==> src/rtl/core/brec_pkg.sv <==
`timescale 1ns / 1ps
// shared types, constants and calendar helpers for the bcd rtc / epoch converter
// no dependencies; used by the interfaces, the alu, the sequencer and the top level
package brec_pkg;

  localparam int unsigned EPOCH_W = 32;
  localparam int unsigned OPND_W  = 25;
  localparam int unsigned YEAR_W  = 12;

  localparam logic [YEAR_W-1:0]  BASE_YEAR     = 12'd1970;
  localparam logic [YEAR_W-1:0]  CENTURY_20    = 12'd2000;
  localparam logic [YEAR_W-1:0]  CENTURY_19    = 12'd1900;
  localparam logic [6:0]         BASE_YY       = 7'd70;
  localparam logic [6:0]         LAST_YY       = 7'd99;
  localparam logic [3:0]         LAST_MONTH    = 4'd12;
  localparam logic [OPND_W-1:0]  SECS_PER_MIN  = 25'd60;
  localparam logic [OPND_W-1:0]  SECS_PER_HOUR = 25'd3600;
  localparam logic [OPND_W-1:0]  SECS_PER_DAY  = 25'd86400;
  localparam logic [OPND_W-1:0]  SECS_ONE      = 25'd1;
  localparam logic [EPOCH_W-1:0] NEG_ONE_DAY   = 32'hFFFE_AE80;

  // restoring divide steps for the time-of-day split
  localparam logic [3:0] DAY_TOP_BIT  = 4'd8;
  localparam logic [3:0] HOUR_TOP_BIT = 4'd4;
  localparam logic [3:0] MIN_TOP_BIT  = 4'd5;

  typedef enum logic {
    ALU_MAC,
    ALU_SUB
  } brec_alu_op_e;

  typedef enum logic [3:0] {
    ST_IDLE,
    ST_Y_YEAR,
    ST_Y_MON,
    ST_Y_DAY,
    ST_Y_HOUR,
    ST_Y_MIN,
    ST_Y_SEC,
    ST_S_YEAR,
    ST_S_MON,
    ST_S_DAY,
    ST_S_HOUR,
    ST_S_MIN,
    ST_RESULT
  } brec_state_e;

  typedef struct packed {
    logic                action;
    logic [7:0]          bcd_second;
    logic [7:0]          bcd_minute;
    logic [7:0]          bcd_hour;
    logic [7:0]          bcd_day;
    logic [7:0]          bcd_month;
    logic [7:0]          bcd_year;
    logic [EPOCH_W-1:0]  epoch_in;
  } brec_item_t;

  typedef struct packed {
    logic                to_bcd;
    logic [EPOCH_W-1:0]  epoch_out;
    logic [7:0]          out_second;
    logic [7:0]          out_minute;
    logic [7:0]          out_hour;
    logic [7:0]          out_day;
    logic [7:0]          out_month;
    logic [7:0]          out_year;
  } brec_res_t;

  typedef struct packed {
    brec_alu_op_e        op;
    logic [EPOCH_W-1:0]  acc;
    logic [7:0]          factor;
    logic [OPND_W-1:0]   operand;
  } brec_alu_req_t;

  typedef struct packed {
    logic [EPOCH_W-1:0]  result;
    logic                geq;
  } brec_alu_rsp_t;

  // years seen here lie in 1900..2126, so 2000 is the only leap century
  function automatic logic is_leap(input logic [YEAR_W-1:0] y);
    return (y[1:0] == 2'b00) && (y != CENTURY_19) && (y != 12'd2100);
  endfunction

  function automatic logic [OPND_W-1:0] year_secs(input logic leap);
    return leap ? 25'd31622400 : 25'd31536000;
  endfunction

  function automatic logic [OPND_W-1:0] month_secs(input logic [3:0] m, input logic leap);
    logic [OPND_W-1:0] s;
    case (m)
      4'd2:                 s = leap ? 25'd2505600 : 25'd2419200;
      4'd4, 4'd6, 4'd9,
      4'd11:                s = 25'd2592000;
      default:              s = 25'd2678400;
    endcase
    return s;
  endfunction

  // low nibble plus ten times high nibble, non-bcd nibbles taken as they are
  function automatic logic [7:0] bcd_dec(input logic [7:0] b);
    return 8'(b[3:0]) + 8'({b[7:4], 3'b000}) + 8'({b[7:4], 1'b0});
  endfunction

  // two low decimal digits of n; divide by ten as multiply by 205 then shift
  function automatic logic [7:0] bcd_enc(input logic [8:0] n);
    logic [16:0] p1;
    logic [5:0]  q;
    logic [3:0]  r;
    logic [13:0] p2;
    logic [2:0]  q2;
    logic [3:0]  t;
    p1 = 17'(n) * 17'd205;
    q  = p1[16:11];
    r  = 4'(n - 9'(q) * 9'd10);
    p2 = 14'(q) * 14'd205;
    q2 = p2[13:11];
    t  = 4'(q - 6'(q2) * 6'd10);
    return {t, r};
  endfunction

endpackage

==> src/rtl/core/brec_if.sv <==
`timescale 1ns / 1ps
// valid/ready channel interfaces for the bcd rtc / epoch converter
// depends on brec_pkg for the epoch width
interface brec_in_if;
  logic                         valid;
  logic                         ready;
  logic                         action;
  logic [7:0]                   bcd_second;
  logic [7:0]                   bcd_minute;
  logic [7:0]                   bcd_hour;
  logic [7:0]                   bcd_day;
  logic [7:0]                   bcd_month;
  logic [7:0]                   bcd_year;
  logic [brec_pkg::EPOCH_W-1:0] epoch_in;

  modport source (output valid, action, bcd_second, bcd_minute, bcd_hour, bcd_day,
                  bcd_month, bcd_year, epoch_in, input ready);
  modport sink   (input valid, action, bcd_second, bcd_minute, bcd_hour, bcd_day,
                  bcd_month, bcd_year, epoch_in, output ready);
endinterface

interface brec_out_if;
  logic                         valid;
  logic                         ready;
  logic [brec_pkg::EPOCH_W-1:0] epoch_out;
  logic [7:0]                   out_second;
  logic [7:0]                   out_minute;
  logic [7:0]                   out_hour;
  logic [7:0]                   out_day;
  logic [7:0]                   out_month;
  logic [7:0]                   out_year;

  modport source (output valid, epoch_out, out_second, out_minute, out_hour, out_day,
                  out_month, out_year, input ready);
  modport sink   (input valid, epoch_out, out_second, out_minute, out_hour, out_day,
                  out_month, out_year, output ready);
endinterface

interface brec_cfg_if;
  logic       valid;
  logic       ready;
  logic [6:0] century_pivot;

  modport source (output valid, century_pivot, input ready);
  modport sink   (input valid, century_pivot, output ready);
endinterface

==> src/rtl/core/brec_alu.sv <==
`timescale 1ns / 1ps
// shared arithmetic unit: multiply-accumulate or compare-and-subtract on the 32-bit total
// depends on brec_pkg for the request and response structs
module brec_alu (
  input  brec_pkg::brec_alu_req_t req_i,
  output brec_pkg::brec_alu_rsp_t rsp_o
);

  logic [brec_pkg::EPOCH_W-1:0] prod;
  logic [brec_pkg::EPOCH_W-1:0] opnd_ext;

  assign prod     = brec_pkg::EPOCH_W'(req_i.factor) * brec_pkg::EPOCH_W'(req_i.operand);
  assign opnd_ext = brec_pkg::EPOCH_W'(req_i.operand);

  always_comb begin
    rsp_o.geq = (req_i.acc >= opnd_ext);
    case (req_i.op)
      brec_pkg::ALU_MAC: rsp_o.result = req_i.acc + prod;
      brec_pkg::ALU_SUB: rsp_o.result = req_i.acc - opnd_ext;
      default:           rsp_o.result = req_i.acc;
    endcase
  end

endmodule

==> src/rtl/core/brec_seq.sv <==
`timescale 1ns / 1ps
// sequencer and working registers: walks years, months and time-of-day steps
// through the shared alu; depends on brec_pkg
module brec_seq (
  input  logic                    clk_i,
  input  logic                    rst_ni,
  input  logic                    in_valid_i,
  output logic                    in_ready_o,
  input  brec_pkg::brec_item_t    in_data_i,
  input  logic [6:0]              pivot_i,
  output brec_pkg::brec_alu_req_t alu_req_o,
  input  brec_pkg::brec_alu_rsp_t alu_rsp_i,
  output logic                    res_valid_o,
  input  logic                    res_ready_i,
  output brec_pkg::brec_res_t     res_o
);

  brec_pkg::brec_state_e state_q, state_d;

  logic                         mode_q, mode_d;
  logic [brec_pkg::EPOCH_W-1:0] acc_q, acc_d;
  logic [brec_pkg::YEAR_W-1:0]  year_q, year_d;
  logic [brec_pkg::YEAR_W-1:0]  tgt_year_q, tgt_year_d;
  logic [6:0]                   yy_q, yy_d;
  logic [3:0]                   mon_q, mon_d;
  logic [3:0]                   mon_lim_q, mon_lim_d;
  logic [3:0]                   cnt_q, cnt_d;
  logic [8:0]                   day_q, day_d;
  logic [7:0]                   hour_q, hour_d;
  logic [7:0]                   min_q, min_d;
  logic [7:0]                   sec_q, sec_d;

  logic                         leap_cur;
  logic                         leap_tgt;
  logic [7:0]                   yv;
  logic [7:0]                   mv;

  assign leap_cur = brec_pkg::is_leap(year_q);
  assign leap_tgt = brec_pkg::is_leap(tgt_year_q);
  assign yv       = brec_pkg::bcd_dec(in_data_i.bcd_year);
  assign mv       = brec_pkg::bcd_dec(in_data_i.bcd_month);

  always_comb begin
    state_d    = state_q;
    mode_d     = mode_q;
    acc_d      = acc_q;
    year_d     = year_q;
    tgt_year_d = tgt_year_q;
    yy_d       = yy_q;
    mon_d      = mon_q;
    mon_lim_d  = mon_lim_q;
    cnt_d      = cnt_q;
    day_d      = day_q;
    hour_d     = hour_q;
    min_d      = min_q;
    sec_d      = sec_q;
    in_ready_o  = 1'b0;
    res_valid_o = 1'b0;
    alu_req_o.op      = brec_pkg::ALU_MAC;
    alu_req_o.acc     = acc_q;
    alu_req_o.factor  = 8'd1;
    alu_req_o.operand = '0;

    case (state_q)
      brec_pkg::ST_IDLE: begin
        in_ready_o = 1'b1;
        if (in_valid_i) begin
          mode_d = in_data_i.action;
          year_d = brec_pkg::BASE_YEAR;
          yy_d   = brec_pkg::BASE_YY;
          mon_d  = 4'd1;
          if (yv < {1'b0, pivot_i}) begin
            tgt_year_d = brec_pkg::CENTURY_20 + brec_pkg::YEAR_W'(yv);
          end else begin
            tgt_year_d = brec_pkg::CENTURY_19 + brec_pkg::YEAR_W'(yv);
          end
          // month zero acts as january, anything past december as december
          if (mv == 8'd0) begin
            mon_lim_d = 4'd1;
          end else if (mv > 8'(brec_pkg::LAST_MONTH)) begin
            mon_lim_d = brec_pkg::LAST_MONTH;
          end else begin
            mon_lim_d = mv[3:0];
          end
          day_d  = {1'b0, brec_pkg::bcd_dec(in_data_i.bcd_day)};
          hour_d = brec_pkg::bcd_dec(in_data_i.bcd_hour);
          min_d  = brec_pkg::bcd_dec(in_data_i.bcd_minute);
          sec_d  = brec_pkg::bcd_dec(in_data_i.bcd_second);
          if (in_data_i.action) begin
            acc_d   = in_data_i.epoch_in;
            state_d = brec_pkg::ST_S_YEAR;
          end else begin
            // start at minus one day so the day of month counts from one
            acc_d   = brec_pkg::NEG_ONE_DAY;
            state_d = brec_pkg::ST_Y_YEAR;
          end
        end
      end

      brec_pkg::ST_Y_YEAR: begin
        alu_req_o.operand = brec_pkg::year_secs(leap_cur);
        if (year_q < tgt_year_q) begin
          acc_d  = alu_rsp_i.result;
          year_d = year_q + 1'b1;
        end else begin
          state_d = brec_pkg::ST_Y_MON;
        end
      end

      brec_pkg::ST_Y_MON: begin
        alu_req_o.operand = brec_pkg::month_secs(mon_q, leap_tgt);
        if (mon_q < mon_lim_q) begin
          acc_d = alu_rsp_i.result;
          mon_d = mon_q + 1'b1;
        end else begin
          state_d = brec_pkg::ST_Y_DAY;
        end
      end

      brec_pkg::ST_Y_DAY: begin
        alu_req_o.factor  = day_q[7:0];
        alu_req_o.operand = brec_pkg::SECS_PER_DAY;
        acc_d   = alu_rsp_i.result;
        state_d = brec_pkg::ST_Y_HOUR;
      end

      brec_pkg::ST_Y_HOUR: begin
        alu_req_o.factor  = hour_q;
        alu_req_o.operand = brec_pkg::SECS_PER_HOUR;
        acc_d   = alu_rsp_i.result;
        state_d = brec_pkg::ST_Y_MIN;
      end

      brec_pkg::ST_Y_MIN: begin
        alu_req_o.factor  = min_q;
        alu_req_o.operand = brec_pkg::SECS_PER_MIN;
        acc_d   = alu_rsp_i.result;
        state_d = brec_pkg::ST_Y_SEC;
      end

      brec_pkg::ST_Y_SEC: begin
        alu_req_o.factor  = sec_q;
        alu_req_o.operand = brec_pkg::SECS_ONE;
        acc_d   = alu_rsp_i.result;
        state_d = brec_pkg::ST_RESULT;
      end

      brec_pkg::ST_S_YEAR: begin
        alu_req_o.op      = brec_pkg::ALU_SUB;
        alu_req_o.operand = brec_pkg::year_secs(leap_cur);
        if (alu_rsp_i.geq) begin
          acc_d  = alu_rsp_i.result;
          year_d = year_q + 1'b1;
          yy_d   = (yy_q == brec_pkg::LAST_YY) ? 7'd0 : yy_q + 1'b1;
        end else begin
          state_d = brec_pkg::ST_S_MON;
        end
      end

      brec_pkg::ST_S_MON: begin
        alu_req_o.op      = brec_pkg::ALU_SUB;
        alu_req_o.operand = brec_pkg::month_secs(mon_q, leap_cur);
        if ((mon_q < brec_pkg::LAST_MONTH) && alu_rsp_i.geq) begin
          acc_d = alu_rsp_i.result;
          mon_d = mon_q + 1'b1;
        end else begin
          // quotient registers fill by shifting, so clear them first
          cnt_d   = brec_pkg::DAY_TOP_BIT;
          day_d   = '0;
          hour_d  = '0;
          min_d   = '0;
          state_d = brec_pkg::ST_S_DAY;
        end
      end

      brec_pkg::ST_S_DAY: begin
        alu_req_o.op      = brec_pkg::ALU_SUB;
        alu_req_o.operand = brec_pkg::SECS_PER_DAY << cnt_q;
        if (alu_rsp_i.geq) begin
          acc_d = alu_rsp_i.result;
        end
        day_d = {day_q[7:0], alu_rsp_i.geq};
        if (cnt_q == 4'd0) begin
          cnt_d   = brec_pkg::HOUR_TOP_BIT;
          state_d = brec_pkg::ST_S_HOUR;
        end else begin
          cnt_d = cnt_q - 1'b1;
        end
      end

      brec_pkg::ST_S_HOUR: begin
        alu_req_o.op      = brec_pkg::ALU_SUB;
        alu_req_o.operand = brec_pkg::SECS_PER_HOUR << cnt_q;
        if (alu_rsp_i.geq) begin
          acc_d = alu_rsp_i.result;
        end
        hour_d = {hour_q[6:0], alu_rsp_i.geq};
        if (cnt_q == 4'd0) begin
          cnt_d   = brec_pkg::MIN_TOP_BIT;
          state_d = brec_pkg::ST_S_MIN;
        end else begin
          cnt_d = cnt_q - 1'b1;
        end
      end

      brec_pkg::ST_S_MIN: begin
        alu_req_o.op      = brec_pkg::ALU_SUB;
        alu_req_o.operand = brec_pkg::SECS_PER_MIN << cnt_q;
        if (alu_rsp_i.geq) begin
          acc_d = alu_rsp_i.result;
        end
        min_d = {min_q[6:0], alu_rsp_i.geq};
        if (cnt_q == 4'd0) begin
          state_d = brec_pkg::ST_RESULT;
        end else begin
          cnt_d = cnt_q - 1'b1;
        end
      end

      brec_pkg::ST_RESULT: begin
        res_valid_o = 1'b1;
        if (res_ready_i) begin
          state_d = brec_pkg::ST_IDLE;
        end
      end

      default: begin
        state_d = brec_pkg::ST_IDLE;
      end
    endcase
  end

  // what is left in the total after the minute step is the second
  always_comb begin
    res_o.to_bcd = mode_q;
    if (mode_q) begin
      res_o.epoch_out  = '0;
      res_o.out_second = brec_pkg::bcd_enc({3'b000, acc_q[5:0]});
      res_o.out_minute = brec_pkg::bcd_enc({1'b0, min_q});
      res_o.out_hour   = brec_pkg::bcd_enc({1'b0, hour_q});
      res_o.out_day    = brec_pkg::bcd_enc(day_q + 1'b1);
      res_o.out_month  = brec_pkg::bcd_enc({5'b00000, mon_q});
      res_o.out_year   = brec_pkg::bcd_enc({2'b00, yy_q});
    end else begin
      res_o.epoch_out  = acc_q;
      res_o.out_second = '0;
      res_o.out_minute = '0;
      res_o.out_hour   = '0;
      res_o.out_day    = '0;
      res_o.out_month  = '0;
      res_o.out_year   = '0;
    end
  end

  always_ff @(posedge clk_i or negedge rst_ni) begin
    if (!rst_ni) begin
      state_q <= brec_pkg::ST_IDLE;
    end else begin
      state_q <= state_d;
    end
  end

  always_ff @(posedge clk_i) begin
    mode_q     <= mode_d;
    acc_q      <= acc_d;
    year_q     <= year_d;
    tgt_year_q <= tgt_year_d;
    yy_q       <= yy_d;
    mon_q      <= mon_d;
    mon_lim_q  <= mon_lim_d;
    cnt_q      <= cnt_d;
    day_q      <= day_d;
    hour_q     <= hour_d;
    min_q      <= min_d;
    sec_q      <= sec_d;
  end

endmodule

==> src/rtl/core/bcd_rtc_epoch_converter_unit.sv <==
`timescale 1ns / 1ps
// top level of the bcd rtc / epoch converter: pivot register, sequencer, alu, output register
// depends on brec_pkg, brec_if, brec_alu and brec_seq
//
// usage:
//   in_i carries one word: action plus six packed-bcd clock bytes and epoch_in.
//   action 0 returns epoch seconds on epoch_out (bcd fields zero); action 1
//   returns packed-bcd second..year on out_o (epoch_out zero).
//   cfg_i writes century_pivot; it is always ready and should only be
//   written while no word is in flight. reset value is 70.
// sequencing:
//   one word at a time; in_i.ready is high only while the sequencer is idle.
//   bcd to seconds: one alu pass per whole year, per whole month and per
//   day/hour/minute/second term. seconds to bcd: one alu pass per year and
//   month subtracted plus 20 restoring divide steps. the sequencer returns
//   to idle after each word; the longest word is the year walk through the
//   alu up to 2126.
// reset clears the sequencer and the output valid; nothing is in flight after.
// the result sits in an output register, so a stalled receiver holds out_o
// while the next word is already accepted and worked on.
module bcd_rtc_epoch_converter_unit (
  input  logic       clk_i,
  input  logic       rst_ni,
  brec_cfg_if.sink   cfg_i,
  brec_in_if.sink    in_i,
  brec_out_if.source out_o
);

  localparam logic [6:0] PIVOT_RESET = 7'd70;

  logic [6:0]              pivot_q;
  brec_pkg::brec_item_t    item;
  brec_pkg::brec_alu_req_t alu_req;
  brec_pkg::brec_alu_rsp_t alu_rsp;
  brec_pkg::brec_res_t     res;
  brec_pkg::brec_res_t     out_q;
  logic                    out_valid_q;
  logic                    res_valid;
  logic                    res_ready;

  assign cfg_i.ready = 1'b1;

  always_ff @(posedge clk_i or negedge rst_ni) begin
    if (!rst_ni) begin
      pivot_q <= PIVOT_RESET;
    end else if (cfg_i.valid) begin
      pivot_q <= cfg_i.century_pivot;
    end
  end

  assign item.action     = in_i.action;
  assign item.bcd_second = in_i.bcd_second;
  assign item.bcd_minute = in_i.bcd_minute;
  assign item.bcd_hour   = in_i.bcd_hour;
  assign item.bcd_day    = in_i.bcd_day;
  assign item.bcd_month  = in_i.bcd_month;
  assign item.bcd_year   = in_i.bcd_year;
  assign item.epoch_in   = in_i.epoch_in;

  brec_seq u_seq (
    .clk_i       (clk_i),
    .rst_ni      (rst_ni),
    .in_valid_i  (in_i.valid),
    .in_ready_o  (in_i.ready),
    .in_data_i   (item),
    .pivot_i     (pivot_q),
    .alu_req_o   (alu_req),
    .alu_rsp_i   (alu_rsp),
    .res_valid_o (res_valid),
    .res_ready_i (res_ready),
    .res_o       (res)
  );

  brec_alu u_alu (
    .req_i (alu_req),
    .rsp_o (alu_rsp)
  );

  // output register frees the sequencer while the receiver stalls
  assign res_ready = !out_valid_q || out_o.ready;

  always_ff @(posedge clk_i or negedge rst_ni) begin
    if (!rst_ni) begin
      out_valid_q <= 1'b0;
    end else if (res_ready) begin
      out_valid_q <= res_valid;
    end
  end

  always_ff @(posedge clk_i) begin
    if (res_valid && res_ready) begin
      out_q <= res;
    end
  end

  assign out_o.valid      = out_valid_q;
  assign out_o.epoch_out  = out_q.epoch_out;
  assign out_o.out_second = out_q.out_second;
  assign out_o.out_minute = out_q.out_minute;
  assign out_o.out_hour   = out_q.out_hour;
  assign out_o.out_day    = out_q.out_day;
  assign out_o.out_month  = out_q.out_month;
  assign out_o.out_year   = out_q.out_year;

  // only one word in the sequencer at a time
  a_one_in_flight: assert property (@(posedge clk_i) disable iff (!rst_ni)
    (in_i.valid && in_i.ready) |=> !in_i.ready)
    else $error("input accepted while a word is in flight");

  // a finished result always lands in the output register
  a_result_lands: assert property (@(posedge clk_i) disable iff (!rst_ni)
    (res_valid && res_ready) |=> out_valid_q)
    else $error("finished result lost before output register");

  // the calendar walk leaves valid decimal digits
  a_bcd_digits: assert property (@(posedge clk_i) disable iff (!rst_ni)
    (res_valid && res.to_bcd) |->
      (res.out_month[7:4] <= 4'd1) && (res.out_month[3:0] <= 4'd9) &&
      (res.out_day[7:4] <= 4'd9) && (res.out_day[3:0] <= 4'd9) &&
      (res.out_hour[7:4] <= 4'd2) && (res.out_year[7:4] <= 4'd9) &&
      (res.out_minute[7:4] <= 4'd5) && (res.out_second[7:4] <= 4'd5))
    else $error("bcd result holds a digit out of range");

endmodule
==> src/flat_wrapper.sv <==
// flat-port wrapper written by rule: the top's interface ports become plain ports
module bcd_rtc_epoch_converter_unit_flat 
  (clk_i, rst_ni, cfg_i_valid, cfg_i_century_pivot, cfg_i_ready, in_i_valid, in_i_action, in_i_bcd_second, in_i_bcd_minute, in_i_bcd_hour, in_i_bcd_day, in_i_bcd_month, in_i_bcd_year, in_i_epoch_in, in_i_ready, out_o_valid, out_o_epoch_out, out_o_out_second, out_o_out_minute, out_o_out_hour, out_o_out_day, out_o_out_month, out_o_out_year, out_o_ready);
  brec_cfg_if cfg_i_i ();
  brec_in_if in_i_i ();
  brec_out_if out_o_i ();
  input  logic clk_i;
  input  logic rst_ni;
  input wire logic [$bits(cfg_i_i.valid)-1:0] cfg_i_valid;
  input wire logic [$bits(cfg_i_i.century_pivot)-1:0] cfg_i_century_pivot;
  output wire logic [$bits(cfg_i_i.ready)-1:0] cfg_i_ready;
  input wire logic [$bits(in_i_i.valid)-1:0] in_i_valid;
  input wire logic [$bits(in_i_i.action)-1:0] in_i_action;
  input wire logic [$bits(in_i_i.bcd_second)-1:0] in_i_bcd_second;
  input wire logic [$bits(in_i_i.bcd_minute)-1:0] in_i_bcd_minute;
  input wire logic [$bits(in_i_i.bcd_hour)-1:0] in_i_bcd_hour;
  input wire logic [$bits(in_i_i.bcd_day)-1:0] in_i_bcd_day;
  input wire logic [$bits(in_i_i.bcd_month)-1:0] in_i_bcd_month;
  input wire logic [$bits(in_i_i.bcd_year)-1:0] in_i_bcd_year;
  input wire logic [$bits(in_i_i.epoch_in)-1:0] in_i_epoch_in;
  output wire logic [$bits(in_i_i.ready)-1:0] in_i_ready;
  output wire logic [$bits(out_o_i.valid)-1:0] out_o_valid;
  output wire logic [$bits(out_o_i.epoch_out)-1:0] out_o_epoch_out;
  output wire logic [$bits(out_o_i.out_second)-1:0] out_o_out_second;
  output wire logic [$bits(out_o_i.out_minute)-1:0] out_o_out_minute;
  output wire logic [$bits(out_o_i.out_hour)-1:0] out_o_out_hour;
  output wire logic [$bits(out_o_i.out_day)-1:0] out_o_out_day;
  output wire logic [$bits(out_o_i.out_month)-1:0] out_o_out_month;
  output wire logic [$bits(out_o_i.out_year)-1:0] out_o_out_year;
  input wire logic [$bits(out_o_i.ready)-1:0] out_o_ready;
  assign cfg_i_i.valid = cfg_i_valid;
  assign cfg_i_i.century_pivot = cfg_i_century_pivot;
  assign cfg_i_ready = cfg_i_i.ready;
  assign in_i_i.valid = in_i_valid;
  assign in_i_i.action = in_i_action;
  assign in_i_i.bcd_second = in_i_bcd_second;
  assign in_i_i.bcd_minute = in_i_bcd_minute;
  assign in_i_i.bcd_hour = in_i_bcd_hour;
  assign in_i_i.bcd_day = in_i_bcd_day;
  assign in_i_i.bcd_month = in_i_bcd_month;
  assign in_i_i.bcd_year = in_i_bcd_year;
  assign in_i_i.epoch_in = in_i_epoch_in;
  assign in_i_ready = in_i_i.ready;
  assign out_o_valid = out_o_i.valid;
  assign out_o_epoch_out = out_o_i.epoch_out;
  assign out_o_out_second = out_o_i.out_second;
  assign out_o_out_minute = out_o_i.out_minute;
  assign out_o_out_hour = out_o_i.out_hour;
  assign out_o_out_day = out_o_i.out_day;
  assign out_o_out_month = out_o_i.out_month;
  assign out_o_out_year = out_o_i.out_year;
  assign out_o_i.ready = out_o_ready;
  bcd_rtc_epoch_converter_unit u_core (.clk_i(clk_i), .rst_ni(rst_ni), .cfg_i(cfg_i_i), .in_i(in_i_i), .out_o(out_o_i));
endmodule
==> config.mk <==
export PLATFORM = sky130hd
export DESIGN_NAME = bcd_rtc_epoch_converter_unit_flat
export DESIGN_NICKNAME = d
export VERILOG_FILES = /design/src/rtl/core/brec_pkg.sv /design/src/rtl/core/brec_if.sv /design/src/rtl/core/brec_alu.sv /design/src/rtl/core/brec_seq.sv /design/src/rtl/core/bcd_rtc_epoch_converter_unit.sv /design/src/flat_wrapper.sv
export SDC_FILE = /design/constraint.sdc
export NUM_CORES = 1
export LEC_CHECK = 0
export BUFFER_PORTS_ARGS = -buffer_cell sky130_fd_sc_hd__buf_2
export CAP_MARGIN = 0
export CORE_UTILIZATION = 35
export CTS_CLUSTER_DIAMETER = 50
export DETAILED_ROUTE_END_ITERATION = 10
export GPL_ROUTABILITY_DRIVEN = 0
export PLACE_DENSITY = 0.49
export SLEW_MARGIN = 20
export SYNTH_ARGS = -nofsm -noshare
export SYNTH_HDL_FRONTEND = slang
export SYNTH_HIERARCHICAL = 1
export SYNTH_SLANG_ARGS = --single-unit
==> constraint.sdc <==
create_clock -name clk_i -period 11.65 [get_ports clk_i]
set_clock_uncertainty 0.1 [all_clocks]
set_input_delay 2.33 -clock clk_i [delete_from_list [all_inputs] [get_ports clk_i]]
set_output_delay 2.33 -clock clk_i [all_outputs]
set_load 0.01 [all_outputs]
# After elaboration in Yosys (flattened, before gate mapping)

Cells that the tools add are included.

Register bits: 201
Logic and storage cells: 217

$add $sub $neg: 31
$mul: 21
$lt $le $gt $ge: 6
Equality and inequality tests: 37
Shift-type cells: 3
Multiplexer cells: 56
Bitwise operators: 1
Reductions and logical operators: 37

Operators by type and width:

| kind                   | count |
|---|---|
| $pmux W25 S10          | 1 |
| $mux W32               | 6 |
| $pmux W32 S6           | 1 |
| $pmux W20 S2           | 2 |
| $mux W4                | 17 |
| $pmux W32 S2           | 1 |
| $mux W18               | 3 |
| $pmux W4 S13           | 1 |
| $add A4 B7 Y8          | 6 |
| $add A8 B5 Y8          | 6 |
| $mux W12               | 4 |
| $pmux W8 S3            | 2 |
| $sub A4 B4 Y4          | 10 |
| $pmux W12 S3           | 1 |
| $add A32 B32 Y32       | 1 |
| $ge A32 B25 Y1         | 1 |
| $mul A8 B25 Y32        | 1 |
| $mul A8 B8 Y16 const B | 2 |
| $pmux W8 S4            | 1 |
| $sub A32 B25 Y32       | 1 |
| $eq A4 B4 Y1 const B   | 7 |
| $mul A6 B8 Y14 const B | 2 |
| $pmux W9 S3            | 1 |
| $mul A5 B8 Y13 const B | 2 |
| other kinds (58)       | 112 |

# Depth between registers and ports, before layout

Depth in word-level cells: 11
Depth in mapped cells: 38

# Cells and area by module

Netlist, hierarchy kept.

Modules (own cells, without submodules):

| module                       | times used | cells each | area each (um2) | seq. area each (um2) |
|---|---|---|---|---|
| brec_seq                     | 1          | 1872       | 16646.0         | 3373.2 |
| brec_alu                     | 1          | 1130       | 8981.1          | 0.0 |
| bcd_rtc_epoch_converter_unit | 1          | 101        | 2752.6          | 2606.2 |

# Worst setup path before layout

OpenSTA, ideal clock, no wires.

Kind: flip-flop to flip-flop
From: register u_core.u_seq.day_q[2]
To: register u_core.out_q, in the netlist u_core/out_o.out_day[7] (data pin)
Setup time: 255 ps
Arrival time: 7785 ps
Required time: 11295 ps
Setup slack: 3510 ps
Cell stages (with the launch flop): 35
Path buffers: 0
Period minus slack after synthesis: 8140 ps
Cell sequence: edfxtp_1 -> nand3_1 -> nor2_1 -> nand2_1 -> nor2_1 -> xor2_1 -> ha_1 -> fa_1 -> inv_1 -> fa_1 -> fa_1 -> inv_1 -> ha_1 -> o211ai_1 -> and4b_1 -> o21ba_2 -> o21bai_1 -> xnor2_1 -> ha_1 -> ha_1 -> fa_1 -> ha_1 -> and4b_1 -> o21ai_0 -> a21oi_1 -> o41a_1 -> xor2_1 -> ha_1 -> inv_1 -> fa_1 -> xor2_1 -> xnor2_1 -> xnor3_1 -> xnor2_1 -> and2_1

Longest elaborated chain between the ends: 5

RTL lines:

| what                   | line                               | RTL |
|---|---|---|
| start, declared        | brec_seq.sv:28                     | `logic [8:0] day_q, day_d;` |
| start signal, assigned | brec_seq.sv:272                    | `day_q <= day_d;` |
| $add A9 B1 Y9 *        | brec_seq.sv:241                    | `res_o.out_day = brec_pkg::bcd_enc(day_q + 1'b1);` |
| $mul A9 B8 Y17 *       | brec_pkg.sv:115                    | `p1 = 17'(n) * 17'd205;` |
| $mul A6 B8 Y14         | brec_pkg.sv:118                    | `p2 = 14'(q) * 14'd205;` |
| $mul A3 B3 Y3          | brec_pkg.sv:120                    | `t = 4'(q - 6'(q2) * 6'd10);` |
| $sub A4 B4 Y4 *        | brec_pkg.sv:120                    |  |
| end signal, assigned   | bcd_rtc_epoch_converter_unit.sv:92 | `out_q <= res;` |
| end, declared          | bcd_rtc_epoch_converter_unit.sv:36 | `brec_pkg::brec_res_t out_q;` |

Every way passes the cells marked *; elsewhere a longest branch is shown, timed or not.
A chain may end at the register's enable or synchronous reset.

# Worst setup path after layout

Ends and elaborated chain as after synthesis.

==> impl_metrics.csv <==
group,metric,value,unit
critical_path,worstPathArrival,9.08,ns
route,drt.antenna.violating_nets,0,
critical_path,slowest_stage,"fa_1",
timing,fmax,0.113,GHz
critical_path,r2r_cells,36,
route,drc,0,
critical_path,crit_top_cell,"ha_1",
critical_path,required,11.87,ns
timing,hold_ws,0.407,ns
timing,rsz0062_at_grt,"no",
clocking,clk_pin_slew,0.05,ns
clocking,cts.htree.levels,2,
critical_path,cp-end-kind,"flop",
timing,fin_setup_tns,0,ns
critical_path,regToRegStartpoint,"u_core/u_seq/day_q[2]",
critical_path,r2r-end,"u_core/out_o.out_day[7]",
global_route,grt_antenna_before_repair,1,
global_route,gr-usage-all-layers,0.184,
route,dr.pass1.iters,5,
floorplan,rows,104,
critical_path,worst-r2r-setup-slack,2.79,ns
floorplan,core-area,80400,sq um
global_route,grt_pass1_vias,22169,
floorplan,initial_core_util,0.353,
timing,hold_viol_final,0,
floorplan,die-height,287,um
final_layout,multi_input_area,19900,sq um
critical_path,path_class,"flop to flop",
critical_path,max_stage_delay,0.55,ns
final_layout,drive_gt1_frac,0.0993,
min_path,whs_endpoint,"u_core/pivot_q[5]",
clocking,cts_hold_buffers,0,
critical_path,path_max_fanout,7,
min_path,hold_path_startpoint,"u_core/pivot_q[5]",
clocking,cts_buffers,38,
min_path,whs_path_depth,1,
route,post_drt_wl_per_cell,17.0,um
synthesis,syn-instance-count,3102,
clocking,root_buffer,"clkbuf_16",
timing,fin_crit,8.86,ns
floorplan,io_pins,176,
placement,dp_hpwl,59.0,mm
timing,slew_violations,0,
route,via_per_inst,4.97,
clocking,cts_tree,"built",
clocking,cts.sinks,201,
placement,io_buffers,174,
route,drt_iter0_markers,984,
final_layout,fin_nets,4045,
synthesis,syn_area,28400,sq um
global_route,grt_max_degree,57,
floorplan,die_area,82200,sq um
final_layout,n_antenna_cell,0,
clocking,cts_setup_buffers,0,
floorplan,fp.dieW,287,um
critical_path,cp-start-kind,"flop",
global_route,overflow,0,
global_route,grt_pass1_wl,121,mm
synthesis,yosysWarnings,6,
job,cap_violations,0,
synthesis,avgSynthCellArea,9.15,sq um
route,vias,21581,
clocking,clock_latency,0.57,ns
min_path,hp-class,"flop to flop",
final_layout,seq_area,5980,sq um
timing,post-route-period-util,0.760,
clocking,cts_max_path_buffers,3,
final_layout,synthToLayoutAreaGrowth,11.7,%
final_layout,fillers,8246,
clocking,post_cts_resized,0,
route,routed_wl,73.9,mm
timing,worst_pin_slew,1.13,ns
timing,setup_viol,0,
timing,relSlewSlack,0.246,
run_status,status,"completed",
critical path: cells and delay by family (launching register included):
family,cells,cell delay (ns)
buf+inv,5,0.26
flops,1,0.48
fa+ha+maj,11,3.96
simple gates,7,0.95
compound gates,7,1.53
xor+xnor,6,1.32
sequential cells by signal (all words and copies together), names as in the netlist, 9 cells and up:
signal                   count
u_core/u_seq/day_q           9
u_core/u_seq/tgt_year_q     12
u_core/out_o.epoch_out      32
u_core/u_seq/year_q         12
u_core/u_seq/acc_q          32
how the worst max path moves through the flow:
| stage | startpoint | to | slack, ns | cells after the start |
|---|---|---|---|---|
| finish | u_core/u_seq/day_q[2] | u_core/out_o.out_day[7] | 2.79 | 36 |
| global placement | u_core/u_seq/day_q[2] | u_core/out_o.out_day[7] | 2.70 | 36 |
| CTS | u_core/u_seq/day_q[2] | u_core/out_o.out_day[7] | 2.65 | 36 |
| global route | u_core/u_seq/day_q[2] | u_core/out_o.out_day[7] | 2.06 | 36 |
| detailed placement | u_core/u_seq/day_q[2] | u_core/out_o.out_day[7] | 2.65 | 36 |
| floorplan | u_core/u_seq/day_q[2] | u_core/out_o.out_day[7] | 3.51 | 34 |
metal layers:
metal  track usage  up-vias  wire length (um)
li1              -    10659                 -
met1         0.247    10481             34100
met2         0.314      365             35500
met3        0.0198       76              2620
met4        0.0488        0              1700
met5             0        -                 0
metrics by stage:
stage | instances | cell area, sq um | utilization | setup slack [ns]
after floorplan | 3106 | 28400 | - | 3.51
after global placement | 4274 | 30400 | 0.379 | 2.70
after detailed placement | 4274 | 30400 | 0.379 | 2.65
after CTS | 4344 | 31700 | 0.394 | 2.65
after global routing | 4344 | 31700 | 0.394 | 2.06
final | 4344 | 31700 | 0.394 | 2.79
layout by cell type, fill, tap and decap left out, types with 36 or more instances in the layout:
master       n
nand2_1    238
nor2_1     161
nor2b_1     48
fa_1       248
ha_1       450
buf_2      174
nor3_1      36
clkbuf_16   39
inv_1      562
edfxtp_1   189
nand3_1     59
xor2_1      59
and2_1     156
xnor2_1     90
o21ai_0    117
a21oi_1    138
a21o_1      53
area by class of cell:
type | instances | share of cell area
tap | 1060 | 0.0419
clock inverter | 27 | 0.00774
timing repair buffer | 206 | 0.0351
clock buffer | 43 | 0.0313
sequential | 201 | 0.189
inverter | 564 | 0.0668
multi-input combinational | 2243 | 0.628
Power is not shown: default switching activity piles up to over one toggle a cycle in this logic, so the estimate is an artifact.
